<file path="config.mk">
export PLATFORM = sky130hd
export DESIGN_NAME = sit4_ctrl
export DESIGN_NICKNAME = d
export VERILOG_FILES = /design/src/hw/rtl/sit4_pkg.sv /design/src/hw/rtl/sit4_ctrl.sv
export SDC_FILE = /design/constraint.sdc
export NUM_CORES = 1
export LEC_CHECK = 0
export BUFFER_PORTS_ARGS = -buffer_cell sky130_fd_sc_hd__buf_2
export CORE_AREA = 2 2 39 41
export CTS_BUF_LIST = sky130_fd_sc_hd__clkbuf_4
export CTS_CLUSTER_SIZE = 20
export DETAILED_ROUTE_END_ITERATION = 8
export DIE_AREA = 0 0 41 43
export SLEW_MARGIN = 40
export SYNTH_ARGS = -nofsm -noshare
export SYNTH_HDL_FRONTEND = slang
export SYNTH_SLANG_ARGS = --single-unit
</file>
<file path="constraint.sdc">
create_clock -name clk -period 1.95 [get_ports clk]
set_clock_uncertainty 0.1 [all_clocks]
set_input_delay 0.195 -clock clk [delete_from_list [all_inputs] [get_ports clk]]
set_output_delay 0.195 -clock clk [all_outputs]
set_load 0.005 [all_outputs]
</file>
<file path="src/hw/rtl/sit4_pkg.sv">
// ----------------------------------------------------------------------------
// sit4_pkg: shared types and constants of the skin influence top-4 selector
// Field widths, stream packing offsets, operation codes and the command and
// status bundles between controller and datapath.
// ----------------------------------------------------------------------------
package sit4_pkg;

	localparam int VID_W     = 12;
	localparam int BONE_IN_W = 10;
	localparam int BONE_W    = 8;
	localparam int WEIGHT_W  = 17;
	localparam int COUNT_W   = 13;
	localparam int ENTRY_W   = WEIGHT_W + BONE_W;  // weight low, bone high
	localparam int REPORTED  = 4;
	localparam int FRAC_W    = 16;
	localparam int QUO_W     = 17;
	localparam int STEP_W    = 5;

	// input stream packing
	localparam int IN_DATA_W  = 40;
	localparam int VID_LSB    = 0;
	localparam int BONE_LSB   = VID_LSB + VID_W;
	localparam int WEIGHT_LSB = BONE_LSB + BONE_IN_W;

	// output stream packing
	localparam int OUT_DATA_W   = 112;
	localparam int OUT_BONE_LSB = VID_W;
	localparam int OUT_NORM_LSB = OUT_BONE_LSB + REPORTED * BONE_W;

	localparam logic [WEIGHT_W-1:0] FULL_WEIGHT = 17'h10000;
	localparam logic [COUNT_W-1:0]  COUNT_RESET = 13'd4096;
	localparam logic [STEP_W-1:0]   LAST_STEP   = STEP_W'(QUO_W - 1);

	typedef enum logic {
		OP_ADD  = 1'b0,
		OP_READ = 1'b1
	} op_t;

	typedef struct packed {
		logic accept;    // take an input transfer, launch the RAM read
		logic clr_step;  // write one zero row of the clearing pass
		logic look;      // RAM row is valid: update or fetch and clear
		logic div_step;  // one quotient bit on every lane
		logic out_load;  // move the finished result into the output register
	} cmd_t;

	typedef struct packed {
		logic clr_last;
		logic is_read;
		logic div_last;
		logic out_free;
	} status_t;

endpackage

</file>
<file path="src/hw/rtl/sit4_ctrl.sv">
// ----------------------------------------------------------------------------
// sit4_ctrl: sequencing controller
// Clearing pass, accept, row update or fetch, divide, result handoff.
// ----------------------------------------------------------------------------
module sit4_ctrl
	import sit4_pkg::*;
(
	input  logic    clk,
	input  logic    arst_n,
	input  logic    s_tvalid,
	output logic    s_tready,
	input  status_t st,
	output cmd_t    cmd
);

	typedef enum logic [4:0] {
		ST_CLEAR = 5'b00001,
		ST_IDLE  = 5'b00010,
		ST_LOOK  = 5'b00100,
		ST_DIV   = 5'b01000,
		ST_DONE  = 5'b10000
	} state_t;

	state_t state_q, state_d;

	always_comb begin
		cmd     = '0;
		state_d = state_q;
		case (state_q)
			ST_CLEAR: begin
				cmd.clr_step = 1'b1;
				if (st.clr_last) begin
					state_d = ST_IDLE;
				end
			end
			ST_IDLE: begin
				if (s_tvalid) begin
					cmd.accept = 1'b1;
					state_d    = ST_LOOK;
				end
			end
			ST_LOOK: begin
				cmd.look = 1'b1;
				state_d  = st.is_read ? ST_DIV : ST_IDLE;
			end
			ST_DIV: begin
				cmd.div_step = 1'b1;
				if (st.div_last) begin
					state_d = ST_DONE;
				end
			end
			ST_DONE: begin
				// hold the result until the output register frees up
				if (st.out_free) begin
					cmd.out_load = 1'b1;
					state_d      = ST_IDLE;
				end
			end
			default: begin
				state_d = ST_IDLE;
			end
		endcase
	end

	assign s_tready = (state_q == ST_IDLE);

	always_ff @(posedge clk or negedge arst_n) begin
		if (!arst_n) begin
			state_q <= ST_CLEAR;
		end else begin
			state_q <= state_d;
		end
	end

`ifndef SYNTHESIS
	// an add finishes with its row update and never enters the divider
	a_add_short: assert property (@(posedge clk) disable iff (!arst_n)
		(state_q == ST_LOOK) && !st.is_read |=> (state_q == ST_IDLE))
		else $error("add item did not return to idle after row update");
`endif

endmodule

</file>
==> summary.txt <==
STA
  • Fmax: 563 MHz
  • Minimum clock period after layout: approximately 1.8 ns
  • Slew at the pin with the worst max-slew slack: ~0.47 ns
  • Final hold violations: 0
  • Number of setup violations in the final report: 0
  • Sum of negative setup slack: 0 ns
  • Unrepaired setup endpoints after global routing: false
  • Part of the cycle the worst path needs: 0.911
  • Normalized max-slew margin: 0.685
  • Max-slew violation total from the final report: 0

Placement
  • Number of input and output port buffers inserted: 12
  • Detailed Place HPWL: 547 um
  • Placer Congestion: between 0.6 and 0.7
  • Placed Cells incl. Taps: 60

Critical path
  • Startpoint kind of the worst setup timing path: flop
  • Data required, critical path: ~1.7 ns
  • Maximum fanout count along the critical path: 7
  • CP cell instances: nor4_1, and3_1, buf_2
  • Critical Path Sink Type: output pin
  • Class of the most critical setup path: flop to output pin
  • Largest delay share family, worst path: simple AND/OR/NAND/NOR gates
  • Largest incremental delay on the critical path: between 0.4 and 0.5 ns
  • Buffers & Inverters on Critical Path: 1
  • Worst EP arrival: 1.48 ns
  • Critical-path top delay cell: sky130_fd_sc_hd__dfrtp_1

Routing
  • 1st-pass router iterations: 3
  • Sum of routed wire length over all layers: between 600 and 700 um
  • Initial DRC Count: 1
  • Overall via count from detail_route: between 200 and 300
  • DRC violations left: 0
  • Routed wire per std cell: slightly above 10 um
  • Antenna viol nets, final: 0
  • Vias per std cell: 4.44

Power and ir drop
  • Maximum vdd drop: approximately 0.55 mV
  • Reported leakage power: around 0.23 nW
  • Power density relative to cell area: between 1000 and 1500 mW/mm^2

Final layout
  • Top reg by flops: state_q
  • Leading registers by flop count: state_q: 5 flops
  • Multi-input gate area in the final layout: 189 um^2
  • Nets: 58
  • Filler-free cell count of the finished design: between 60 and 70
  • Share of final-layout standard cells stronger than drive strength 1: 0.480
  • Sequential standard cell area: around 130 um^2
  • Total inserted antenna cells: 0
  • Fill cell total of the finished layout: ~150
  • Number of flip-flops in the largest register: 5
  • Synthesis-to-layout area growth: 40.3%

Clock tree
  • Clock sinks: 5
  • H-tree level count: 1
  • Number of buffers on the longest clock path: 2
  • CTS-repair resized insts: 0
  • TritonCTS clock tree: built
  • Number of buffers added by the clock tree synthesis step: 3
  • Clock transition time at the flip-flop clock pins of the worst setup and hold paths: about 0.040 ns
  • Clock root buffer: sky130_fd_sc_hd__clkbuf_4
  • Clock Latency Late Sink: about 0.24 ns

Synthesis
  • Top area cells in the synthesized netlist: sky130_fd_sc_hd__dfrtp_1, sky130_fd_sc_hd__dfstp_2, sky130_fd_sc_hd__nor4b_4, sky130_fd_sc_hd__nand2_1, sky130_fd_sc_hd__nor2b_4
  • Warning count from the yosys run: 0
  • Synthesized netlist cell count: 32
  • Cell Area, Synth: 323 um^2
  • Post-synthesis register bit count: 5
  • Number of enable-type register cells in the synthesized netlist: 0
  • Fraction of synthesized cell area taken by the top area cell type: 0.310
  • Cell taking the most area after synthesis: sky130_fd_sc_hd__dfrtp_1
  • Number of nets produced by synthesis: 39
  • Main synth FF type: sky130_fd_sc_hd__dfrtp_1
  • Mean Syn Cell Area: roughly 10 um^2
  • Portion of the post-synthesis area used by sequential elements: 0.391
  • Distinct cells, synth: 22
  • Ys async rst share: 1.00

Global routing
  • Antenna violations before repair: 0
  • Global Route Usage Sum: 0.102
  • Number of global-route vias before repair: about 270
  • Maximum number of pins on one net before global-route repair: 8
  • Global route total overflow: 0
  • Wire length of the first global-routing pass: about 1100 um

Floorplan
  • Row count: 14
  • Initial Utilization: 0.233
  • DIE AREA: 0.00176 mm^2
  • Die Wd: 41 um
  • Die height: about 43 um
  • Number of ports placed on the die boundary: 13
  • Core area: around 0.0014 mm^2

Run status
  • Outcome: complete, no violations

Hold path
  • Path class of the lowest-slack min-delay path: input pin to flop

Job
  • Max-cap viol count: 0
[cell type report]
type                       instances  share of cell area
tap                               16              0.0442
clock buffer                       4              0.0663
inverter                           2              0.0166
sequential                         5               0.279
multi-input combinational         25               0.417
timing repair buffer              14               0.177
[worst paths after layout]
kind | cells after the start | start | slack [ns] | end
setup reg to reg | 4 | state_q[3]$_DFFE_PN0P_ | 0.39 | state_q[1]$_DFFE_PN0P_
min in group asynchronous | 2 | arst_n | 0.20 | state_q[4]$_DFFE_PN0P_
max in group asynchronous | 2 | arst_n | 1.34 | state_q[0]$_DFFE_PN1P_
hold / removal | 2 | s_tvalid | 0.05 | state_q[1]$_DFFE_PN0P_
hold reg to reg | 1 | state_q[0]$_DFFE_PN1P_ | 0.43 | state_q[0]$_DFFE_PN1P_
setup / recovery | 3 | state_q[2]$_DFFE_PN0P_ | 0.17 | cmd[4]
[metrics by stage]
stage               hold slack (ns)  utilization  cell area [um^2]  total power, mW  setup slack, ns
detailed placement          -0.0837        0.291               403            0.354            0.369
CTS                          0.0427        0.327               453            0.497            0.172
global route                 0.0515        0.327               453            0.528           0.0825
floorplan                    -0.201            -               323            0.293            0.509
finish                       0.0548        0.327               453            0.490            0.174
global placement            -0.0874        0.291               403            0.353            0.379
[kinds of logic (layout without fill, tap and decap cells)]
logic type      count (synthesis)  after routing  synth area share
buf+inv                         2             20            0.0233
flops                           5              5             0.392
compound gates                  7              7             0.140
simple gates                   18             18             0.446
[what timing repair did]
action | CTS | global route
hold endpoints to repair | 6 | 0
hold buffers | 2 | 0
setup buffers | 0 | 0
[synth_stat cells, types with 2 or more instances]
cell type / n
sky130_fd_sc_hd__inv_1: 2
sky130_fd_sc_hd__dfrtp_1: 4
sky130_fd_sc_hd__a21oi_1: 2
sky130_fd_sc_hd__o21ai_0: 2
sky130_fd_sc_hd__nand2_1: 4
sky130_fd_sc_hd__and3_1: 2
[layout by cell type, fill, tap and decap left out, types with 2 or more instances in the layout]
cell type                       count
sky130_fd_sc_hd__buf_2             12
sky130_fd_sc_hd__dfrtp_1            4
sky130_fd_sc_hd__dlygate4sd3_1      2
sky130_fd_sc_hd__o21ai_0            2
sky130_fd_sc_hd__clkbuf_4           4
sky130_fd_sc_hd__a21oi_1            2
sky130_fd_sc_hd__and3_1             2
sky130_fd_sc_hd__inv_1              2
sky130_fd_sc_hd__nand2_1            4
[metal layers]
layer / part of all wire / track usage / up-vias
li1: - / - / 154
met3: 0.068 / 0.0471 / 0
met5: 0 / 0 / -
met1: 0.43 / 0.122 / 131
met4: 0 / 0.0800 / 0
met2: 0.50 / 0.134 / 8
[report_power, final]
group	total (mW)	switching, mW	internal (mW)
sequential	0.171	0.0441	0.127
combinational	0.185	0.0880	0.0965
clock	0.134	0.0425	0.0912
(Power assumes the default switching activity.)
